$ cat config.mk
export PLATFORM = sky130hd
export DESIGN_NAME = hsv_to_rgb_converter
export DESIGN_NICKNAME = d
export VERILOG_FILES = /design/src/hsv2rgb_pkg.sv /design/src/hsv2rgb_sector.sv /design/src/hsv2rgb_levels.sv /design/src/hsv2rgb_div.sv /design/src/hsv_to_rgb_converter.sv
export SDC_FILE = /design/constraint.sdc
export NUM_CORES = 2
export LEC_CHECK = 0
export ABC_AREA = 1
export BUFFER_PORTS_ARGS = -buffer_cell sky130_fd_sc_hd__buf_2
export CORE_ASPECT_RATIO = 0.5
export CORE_MARGIN = 2
export CORE_UTILIZATION = 55
export DETAILED_ROUTE_END_ITERATION = 12
export GPL_TIMING_DRIVEN = 1
export PLACE_DENSITY = 0.71
export SLEW_MARGIN = 20
export SYNTH_ARGS = -nofsm -noshare
export SYNTH_HDL_FRONTEND = slang
export SYNTH_SLANG_ARGS = --single-unit
$ cat constraint.sdc
create_clock -name clk -period 11.1 [get_ports clk]
set_clock_uncertainty 0.2 [all_clocks]
set_input_delay 2.22 -clock clk [delete_from_list [all_inputs] [get_ports clk]]
set_output_delay 2.22 -clock clk [all_outputs]
set_load 0.01 [all_outputs]
$ cat src/hsv2rgb_pkg.sv
// ----------------------------------------------------------------------------
// hsv2rgb_pkg: shared types and constants of the HSV to RGB converter
// Pixel beat formats, stage bundles, sector codes and the fixed-point
// reciprocals used for the rounding divisions.
// ----------------------------------------------------------------------------
package hsv2rgb_pkg;

  // Beat formats on the ports
  typedef struct packed {
    logic [8:0] hue_deg;
    logic [7:0] sat;
    logic [7:0] val;
    logic [7:0] alpha_in;
  } hsv_pix_t;

  typedef struct packed {
    logic [7:0] red_out;
    logic [7:0] green_out;
    logic [7:0] blue_out;
    logic [7:0] alpha_out;
  } rgb_pix_t;

  // Arithmetic constants
  localparam logic [8:0]  SECTOR_DEG = 9'd60;
  localparam int          MAX_SECTOR = 8;
  localparam logic [7:0]  ONE        = 8'd255;
  localparam logic [13:0] SCALE      = 14'd15300;
  localparam logic [16:0] HALF_ONE   = 17'd127;
  localparam logic [21:0] HALF_SCALE = 22'd7650;

  // floor(x / 255) = (x * P_RECIP) >> P_SHIFT for x < 2^16 - 255
  localparam logic [16:0] P_RECIP = 17'd65794;
  localparam int          P_SHIFT = 24;
  // floor(x / 15300) = (x * Q_RECIP) >> Q_SHIFT for x < 2^22
  localparam logic [22:0] Q_RECIP = 23'd4491470;
  localparam int          Q_SHIFT = 36;

  // Hue sectors (60 degrees each); codes above SEC_BLUE (the magenta sector
  // and hues past 359) use the default row
  localparam logic [3:0] SEC_RED     = 4'd0;
  localparam logic [3:0] SEC_YELLOW  = 4'd1;
  localparam logic [3:0] SEC_GREEN   = 4'd2;
  localparam logic [3:0] SEC_CYAN    = 4'd3;
  localparam logic [3:0] SEC_BLUE    = 4'd4;

  // Stage bundles
  typedef struct packed {
    logic [3:0] sector;
    logic [5:0] k;
    logic [7:0] sat;
    logic [7:0] val;
    logic [7:0] alpha;
  } s1_t;

  typedef struct packed {
    logic [3:0]  sector;
    logic [7:0]  val;
    logic [7:0]  alpha;
    logic [16:0] p_num;
    logic [13:0] qd;
    logic [13:0] td;
  } s2_t;

  typedef struct packed {
    logic [3:0]  sector;
    logic [7:0]  val;
    logic [7:0]  alpha;
    logic [16:0] p_num;
    logic [21:0] q_num;
    logic [21:0] t_num;
  } s3_t;

  typedef struct packed {
    logic [3:0] sector;
    logic [7:0] val;
    logic [7:0] alpha;
    logic [7:0] p;
    logic [7:0] q;
    logic [7:0] t;
  } s4_t;

endpackage

$ cat src/hsv2rgb_sector.sv
// ----------------------------------------------------------------------------
// hsv2rgb_sector: hue split stage
// Splits the hue into its 60-degree sector and the offset inside it.
// ----------------------------------------------------------------------------
module hsv2rgb_sector
  import hsv2rgb_pkg::*;
(
  input  logic     clk,
  input  logic     rst_n,
  input  logic     en,
  input  logic     vld_in,
  input  hsv_pix_t pix_in,
  output logic     vld_out,
  output s1_t      s1_out
);

  logic       vld_r;
  s1_t        s1_r;
  s1_t        s1_nxt;
  logic [3:0] sector;
  logic [8:0] base;

  // Parallel compares against the sector boundaries
  always_comb begin
    sector = SEC_RED;
    for (int i = 1; i <= MAX_SECTOR; i++) begin
      if (pix_in.hue_deg >= 9'(i * 60)) begin
        sector = 4'(i);
      end
    end
  end

  assign base = 9'(sector) * SECTOR_DEG;

  always_comb begin
    s1_nxt.sector = sector;
    s1_nxt.k      = 6'(pix_in.hue_deg - base);
    s1_nxt.sat    = pix_in.sat;
    s1_nxt.val    = pix_in.val;
    s1_nxt.alpha  = pix_in.alpha_in;
  end

  always_ff @(posedge clk) begin
    if (!rst_n) begin
      vld_r <= 1'b0;
    end else if (en) begin
      vld_r <= vld_in;
    end
  end

  always_ff @(posedge clk) begin
    if (en) begin
      s1_r <= s1_nxt;
    end
  end

  assign vld_out = vld_r;
  assign s1_out  = s1_r;

endmodule

$ cat src/hsv2rgb_levels.sv
// ----------------------------------------------------------------------------
// hsv2rgb_levels: numerator stages
// Two register stages that build the rounded numerators of p, q and t.
// ----------------------------------------------------------------------------
module hsv2rgb_levels
  import hsv2rgb_pkg::*;
(
  input  logic clk,
  input  logic rst_n,
  input  logic en,
  input  logic vld_in,
  input  s1_t  s1_in,
  output logic vld_out,
  output s3_t  s3_out
);

  logic        vld2_r;
  logic        vld3_r;
  s2_t         s2_r;
  s2_t         s2_nxt;
  s3_t         s3_r;
  s3_t         s3_nxt;
  logic [13:0] sk;
  logic [13:0] sk_inv;

  // Stage 2: saturation products
  assign sk     = 14'(s1_in.sat) * 14'(s1_in.k);
  assign sk_inv = 14'(s1_in.sat) * 14'(6'(SECTOR_DEG) - s1_in.k);

  always_comb begin
    s2_nxt.sector = s1_in.sector;
    s2_nxt.val    = s1_in.val;
    s2_nxt.alpha  = s1_in.alpha;
    s2_nxt.p_num  = 17'(16'(s1_in.val) * 16'(ONE - s1_in.sat)) + HALF_ONE;
    s2_nxt.qd     = SCALE - sk;
    s2_nxt.td     = SCALE - sk_inv;
  end

  // Stage 3: scale by value and add the rounding half
  always_comb begin
    s3_nxt.sector = s2_r.sector;
    s3_nxt.val    = s2_r.val;
    s3_nxt.alpha  = s2_r.alpha;
    s3_nxt.p_num  = s2_r.p_num;
    s3_nxt.q_num  = 22'(s2_r.val) * 22'(s2_r.qd) + HALF_SCALE;
    s3_nxt.t_num  = 22'(s2_r.val) * 22'(s2_r.td) + HALF_SCALE;
  end

  always_ff @(posedge clk) begin
    if (!rst_n) begin
      vld2_r <= 1'b0;
      vld3_r <= 1'b0;
    end else if (en) begin
      vld2_r <= vld_in;
      vld3_r <= vld2_r;
    end
  end

  always_ff @(posedge clk) begin
    if (en) begin
      s2_r <= s2_nxt;
      s3_r <= s3_nxt;
    end
  end

  assign vld_out = vld3_r;
  assign s3_out  = s3_r;

endmodule

$ cat src/hsv2rgb_div.sv
// ----------------------------------------------------------------------------
// hsv2rgb_div: constant division stage
// Divides the numerators by 255 and 15300 through reciprocal multiplies.
// ----------------------------------------------------------------------------
module hsv2rgb_div
  import hsv2rgb_pkg::*;
(
  input  logic clk,
  input  logic rst_n,
  input  logic en,
  input  logic vld_in,
  input  s3_t  s3_in,
  output logic vld_out,
  output s4_t  s4_out
);

  logic        vld_r;
  logic [3:0]  sector_r;
  logic [7:0]  val_r;
  logic [7:0]  alpha_r;
  logic [33:0] p_prod_r;
  logic [44:0] q_prod_r;
  logic [44:0] t_prod_r;

  always_ff @(posedge clk) begin
    if (!rst_n) begin
      vld_r <= 1'b0;
    end else if (en) begin
      vld_r <= vld_in;
    end
  end

  always_ff @(posedge clk) begin
    if (en) begin
      sector_r <= s3_in.sector;
      val_r    <= s3_in.val;
      alpha_r  <= s3_in.alpha;
      p_prod_r <= 34'(s3_in.p_num) * 34'(P_RECIP);
      q_prod_r <= 45'(s3_in.q_num) * 45'(Q_RECIP);
      t_prod_r <= 45'(s3_in.t_num) * 45'(Q_RECIP);
    end
  end

  // Quotients all fit in 8 bits
  assign vld_out       = vld_r;
  assign s4_out.sector = sector_r;
  assign s4_out.val    = val_r;
  assign s4_out.alpha  = alpha_r;
  assign s4_out.p      = p_prod_r[P_SHIFT +: 8];
  assign s4_out.q      = q_prod_r[Q_SHIFT +: 8];
  assign s4_out.t      = t_prod_r[Q_SHIFT +: 8];

endmodule

$ cat src/hsv_to_rgb_converter.sv
// ----------------------------------------------------------------------------
// hsv_to_rgb_converter: HSV to RGB pixel converter
// Converts one HSV pixel with alpha to its RGB color every clock unless stalled.
// ----------------------------------------------------------------------------
// Usage:
//   in_valid/in_ready/in_data carry one HSV pixel per beat (hue in degrees,
//   saturation, value and alpha as 8-bit fractions of 255).
//   out_valid/out_ready/out_data carry the RGB pixel with alpha copied.
//   An accepted input beat reaches out_valid through the sector
//   split, saturation products, value products, reciprocal divide, and the
//   sector routing into the output register.
//   Throughput is one pixel per cycle unless stalled; the five register
//   stages advance together, so new beats enter while others are in flight.
//   When the receiver stalls with a result waiting, the whole pipeline holds
//   and in_ready drops in the same cycle; nothing is dropped or repeated, and
//   empty stages do not fill while stalled.
//   Zero saturation needs no special path: p, q and t all round to the value,
//   which yields grey. Hues of 360 and above route through the default row.
//   Synchronous active-low reset clears every stage's valid bit; payload
//   registers are not reset.
// ----------------------------------------------------------------------------
module hsv_to_rgb_converter
  import hsv2rgb_pkg::*;
(
  input  logic     clk,
  input  logic     rst_n,
  input  logic     in_valid,
  output logic     in_ready,
  input  hsv_pix_t in_data,
  output logic     out_valid,
  input  logic     out_ready,
  output rgb_pix_t out_data
);

  logic     en;
  logic     vld1;
  logic     vld3;
  logic     vld4;
  s1_t      s1;
  s3_t      s3;
  s4_t      s4;
  logic     out_vld_r;
  rgb_pix_t out_r;
  rgb_pix_t out_nxt;

  // Advance every stage unless a finished result waits on the receiver
  assign en       = !out_vld_r || out_ready;
  assign in_ready = en;

  hsv2rgb_sector u_sector (
    .clk     (clk),
    .rst_n   (rst_n),
    .en      (en),
    .vld_in  (in_valid),
    .pix_in  (in_data),
    .vld_out (vld1),
    .s1_out  (s1)
  );

  hsv2rgb_levels u_levels (
    .clk     (clk),
    .rst_n   (rst_n),
    .en      (en),
    .vld_in  (vld1),
    .s1_in   (s1),
    .vld_out (vld3),
    .s3_out  (s3)
  );

  hsv2rgb_div u_div (
    .clk     (clk),
    .rst_n   (rst_n),
    .en      (en),
    .vld_in  (vld3),
    .s3_in   (s3),
    .vld_out (vld4),
    .s4_out  (s4)
  );

  // Route v, p, q and t to the channels by sector
  always_comb begin
    out_nxt.alpha_out = s4.alpha;
    case (s4.sector)
      SEC_RED: begin
        out_nxt.red_out   = s4.val;
        out_nxt.green_out = s4.t;
        out_nxt.blue_out  = s4.p;
      end
      SEC_YELLOW: begin
        out_nxt.red_out   = s4.q;
        out_nxt.green_out = s4.val;
        out_nxt.blue_out  = s4.p;
      end
      SEC_GREEN: begin
        out_nxt.red_out   = s4.p;
        out_nxt.green_out = s4.val;
        out_nxt.blue_out  = s4.t;
      end
      SEC_CYAN: begin
        out_nxt.red_out   = s4.p;
        out_nxt.green_out = s4.q;
        out_nxt.blue_out  = s4.val;
      end
      SEC_BLUE: begin
        out_nxt.red_out   = s4.t;
        out_nxt.green_out = s4.p;
        out_nxt.blue_out  = s4.val;
      end
      default: begin
        // Magenta sector, and any hue past 359
        out_nxt.red_out   = s4.val;
        out_nxt.green_out = s4.p;
        out_nxt.blue_out  = s4.q;
      end
    endcase
  end

  always_ff @(posedge clk) begin
    if (!rst_n) begin
      out_vld_r <= 1'b0;
    end else if (en) begin
      out_vld_r <= vld4;
    end
  end

  always_ff @(posedge clk) begin
    if (en) begin
      out_r <= out_nxt;
    end
  end

  assign out_valid = out_vld_r;
  assign out_data  = out_r;

endmodule
Word level (Yosys, flattened, before mapping)
Index checks and enable logic that the tools add are counted.
- register bits: 354
- equality and inequality tests: 4
- multiply operators: 9
- reductions and logical operators: 3
- magnitude comparators: 8
- $add $sub $neg: 8
- muxes and demuxes: 9
- operators with widths (cell ; count):
    $pmux 24 s5 ; 1
    $mul 22x22->43 const B ; 2
    $add 22x13->22 const B ; 2
    $mul 8x14->22 ; 2
    $ge 9x9->1 const B ; 4
    $mul 17x16->31 const B ; 1
    $sub 14x14->14 const A ; 2
    $ge 9x8->1 const B ; 2
    $add 17x7->17 const B ; 1
    $mul 8x16->17 ; 1
    $mul 8x14->14 ; 1
    $mul 8x6->14 ; 1
    $mux 3 ; 4
    $ge 9x6->1 const B ; 1
    $ge 9x7->1 const B ; 1
    $sub 8x8->9 const A ; 1
    $eq 4x2->1 const B ; 2
    $sub 6x6->7 const A ; 1
    $sub 6x6->6 ; 1
    $eq 4x1->1 const B ; 1
    $eq 4x3->1 const B ; 1
    $logic_not 4->1 ; 1
    $mul 4x1->4 const B ; 1
    $mux 2 ; 2
    other kinds (4) ; 4

Depth between registers and ports, before layout
- depth after elaboration: 11
- depth in mapped cells: 27

Cells and area by module
From an unflattened synthesis, not the netlist that was laid out.
- cells, all modules: 4834
- area, all modules: 39998.4 um^2
- by module, submodules not included (module ; sequential area each (um^2) ; cells each ; times used ; area an instance (um^2)):
    hsv2rgb_levels ; 4364.2 ; 2225 ; 1 ; 18571.6
    hsv2rgb_div ; 1341.3 ; 2265 ; 1 ; 18086.1
    hsv_to_rgb_converter ; 980.9 ; 241 ; 1 ; 1940.6
    hsv2rgb_sector ; 1041.0 ; 103 ; 1 ; 1400.1

Least setup slack after synthesis
OpenSTA, ideal clock, no wires.
- path kind: in2out
- start: input out_ready
- end: output in_ready
- required time: 8.680 ns
- path slack: 1.358 ns
- data arrival time: 7.322 ns
- path buffers: 0
- stages: 2
- path through: nor2_1 > inv_1
- cells in the longest elaborated chain, start to end: 1
- RTL lines (item ; line ; RTL):
    start: declaration ; hsv_to_rgb_converter.sv:31 ; input logic out_ready,
    $logic_or 1x1->1 ; hsv_to_rgb_converter.sv:47 ; assign en = !out_vld_r || out_ready;
    end: declaration ; hsv_to_rgb_converter.sv:28 ; output logic in_ready,
Every way passes these cells.

Worst setup path after layout
Ends and elaborated chain as after synthesis.

==> results.py <==
metrics = {
    "floorplanning": {
        "rows": 68,
        "pin_count": 71,
        "start_util_pct": 56.0,
        "dieArea_um2": 73000,
        "die_w_um": 380,
        "die_h_um": 192,
        "core_area_um2": 69400,
    },
    "synth": {
        "syn_avg_cell_area_um2": 8.76,
        "ys_warn_count": 0,
        "synth.area.top_cells": "fa_1 25%, ha_1 22%, edfxtp_1 20%",
        "synth_nets": 5651,
        "synth_mux_area_share_pct": 0,
        "synth.distinct_cells": 53,
        "netlist_area_um2": 38900,
        "synthAdderAreaFrac_pct": 47.2,
        "synth_compound_area_share_pct": 5.70,
        "synth_seq_area_share_pct": 19.9,
        "yosys.area_share.simple_pct": 13.8,
        "async_flop_share_pct": 0,
        "synth_area_leader_cell": "fa_1",
        "ys_ff_latch": 259,
        "synthFlopType": "edfxtp_1",
        "synth_xor_area_share_pct": 1.85,
        "synth_edf_count": 254,
        "synth_top_family_by_area": "adder cells",
        "netlist_instances": 4440,
        "yosys.area.top_type_share_pct": 25.1,
    },
    "route": {
        "first_iter_violations": 1834,
        "drc": 0,
        "routed_via_density": 5.20,
        "routed_wl_mm": 90.5,
        "wl_per_cell_um": 16.6,
        "firstDrtPassIters": 6,
        "vias": 28400,
        "ant_nets": 0,
    },
    "clock_tree": {
        "tritoncts": "done",
        "h-tree-depth": 1,
        "cts-resized-gates": 0,
        "path_clk_slew_ps": 60,
        "insertion_delay_ps": 620,
        "cts_buffers": 29,
        "clockBufferDepth": 3,
        "postCtsHoldBufs": 0,
        "cts-root-buf": "clkbuf_16",
        "cts_sinks": 259,
        "cts_setup_buffers": 0,
    },
    "timing": {
        "final-max-slew-violation-count": 0,
        "worstMarginPinSlew_ps": 978,
        "tns_ps": 0,
        "fin_crit_sh_pct": 52.7,
        "slew_headroom_pct": 34.8,
        "setup_viol": 0,
        "rsz0062_at_grt": "no",
        "fmaxAchievable_mhz": 171,
        "hold_violations": 0,
        "min_period_ps": 5850,
    },
    "final_layout": {
        "areaGrowthSynthToFinish_pct": 6.01,
        "final_nets": 5692,
        "final_cell_mix": "1122 x inv_1, 926 x nand2_1, 687 x ha_1, 487 x fa_1, 254 x edfxtp_1",
        "layout-drive-gt1-share_pct": 3.51,
        "antenna_cells": 0,
        "mostFrequentLayoutCell": "inv_1",
    },
    "grt": {
        "grt_pass1_wl_mm": 146,
        "grt_util_all_layers_pct": 25.2,
        "grt_pass1_vias": 28100,
        "overflow": 0,
        "grt_max_degree": 162,
        "antenna_found_initial": 2,
    },
    "setup_path": {
        "worst_setup_path_end_kind": "output pin",
        "path_buf_inv": 3,
        "critPathRequiredTime_ps": 8680,
        "max_stage_delay_ps": 460,
        "cp_max_fo": 99,
        "slowest_stage": "nor2_1",
        "cp.arrival_ps": 3430,
        "path_cells": "buf_2, nor2_1, inv_8, buf_2",
        "path_class": "in2out",
        "start_kind": "input port",
        "path_delay_family": "buffers and inverters",
        "critical_path.most_common_cell": "buf_2",
    },
    "flow_run": {
        "drv_cap": 0,
    },
    "min_path": {
        "hp-class": "reg2reg",
    },
    "place": {
        "gp_congestion": 0.960,
        "dpl.hpwl_mm": 76.6,
        "port-buffer-count": 70,
    },
    "status": {
        "status": "finished clean",
    },
}
[through the flow]
stage | setup slack [ps] | hold WS, ps | area [um^2] | util, % | std cells
after floorplan | 1360 | 200 | 38900 | - | 4440
after global placement | 5290 | 201 | 40200 | 58.0 | 5395
after detailed placement | 5220 | 205 | 40200 | 58.0 | 5395
after CTS | 5220 | 218 | 41200 | 59.4 | 5449
after global routing | 5000 | 221 | 41200 | 59.4 | 5449
final | 5250 | 216 | 41200 | 59.4 | 5449
[registers in the layout, summed over array words and instances, names as in the netlist]
| register | flops |
|---|---|
| u_levels.s3_out | 80 |
| u_levels.s2_r | 64 |
| u_sector.s1_out | 34 |
| out_data | 32 |
| u_div.alpha_r | 8 |
| u_div.p_prod_r | 8 |
| u_div.q_prod_r | 8 |
| u_div.t_prod_r | 8 |
| u_div.val_r | 8 |
| u_div.sector_r | 4 |
| out_valid | 1 |
| u_div.vld_out | 1 |
| u_levels.vld2_r | 1 |
| u_levels.vld_out | 1 |
| u_sector.vld_out | 1 |
[synth_stat cells (5+ instances only)]
master / n
dfxtp_1: 5
buf_1: 10
a31oi_1: 5
o2111ai_1: 10
a21o_1: 14
inv_1: 1123
a21oi_1: 189
fa_1: 487
xnor2_1: 18
xor2_1: 64
a22oi_1: 9
nor2_1: 226
o21bai_1: 15
nand3_1: 83
clkbuf_1: 49
edfxtp_1: 254
nor2_2: 5
nor3_1: 28
clkbuf_2: 6
o21ai_0: 107
o22ai_1: 8
nand2_1: 926
nand4_1: 40
a221o_1: 5
o21a_1: 7
ha_1: 687
[area by class of cell]
cell class              count  area [um^2]
fillers                  6095        28200
multi-input cells        2980        26600
clock buffers              39          836
clock inverters            15          154
flip-flops and latches    259         7730
inverters                1130         4250
repair buffers             81          445
well taps                 945         1180
[worst paths after layout]
kind                                  from                           end  cells past startpoint  slack (ps)
max                              out_ready                      in_ready                      4        5250
max reg2reg  u_levels.s3_out[40]$_DFFE_PP_  u_div.q_prod_r[38]$_DFFE_PP_                     19        5260
min reg2reg     u_div.alpha_r[7]$_DFFE_PP_         out_data[7]$_DFFE_PP_                      0         220
min             u_div.alpha_r[7]$_DFFE_PP_         out_data[7]$_DFFE_PP_                      0         220
[layer usage]
metal / wire (um) / up-vias / GRT usage [%]
met3: 6720 / 83 / 5.16
met2: 38500 / 710 / 38.6
met4: 1520 / 4 / 4.43
li1: - / 13900 / -
met1: 43700 / 13600 / 37.5
met5: 33 / - / 0
[worst reg2reg max path, stage by stage (launching register included)]
cell and delay, ps:
edfxtp_1 580, ha_1 420, inv_1 70, fa_1 500
inv_1 70, fa_1 470, ha_1 310, fa_1 450
fa_1 510, inv_1 50, fa_1 470, inv_1 40
ha_1 330, nand2_1 120, nor2_1 240, nand2_1 90
nor2_1 210, nand4_1 260, nand4_1 170, nand2_1 60
[cell families after synthesis]
family	Yosys count
XOR/XNOR	82
AO/OA/AOI/OAI	391
buffers and inverters	1201
AND/OR/NAND/NOR	1333
adder cells (fa/ha/maj)	1174
flip-flops	259
Power is left out: the tool's default activity adds up to more than one toggle a clock period on the data nets, which glitch-free logic cannot reach.
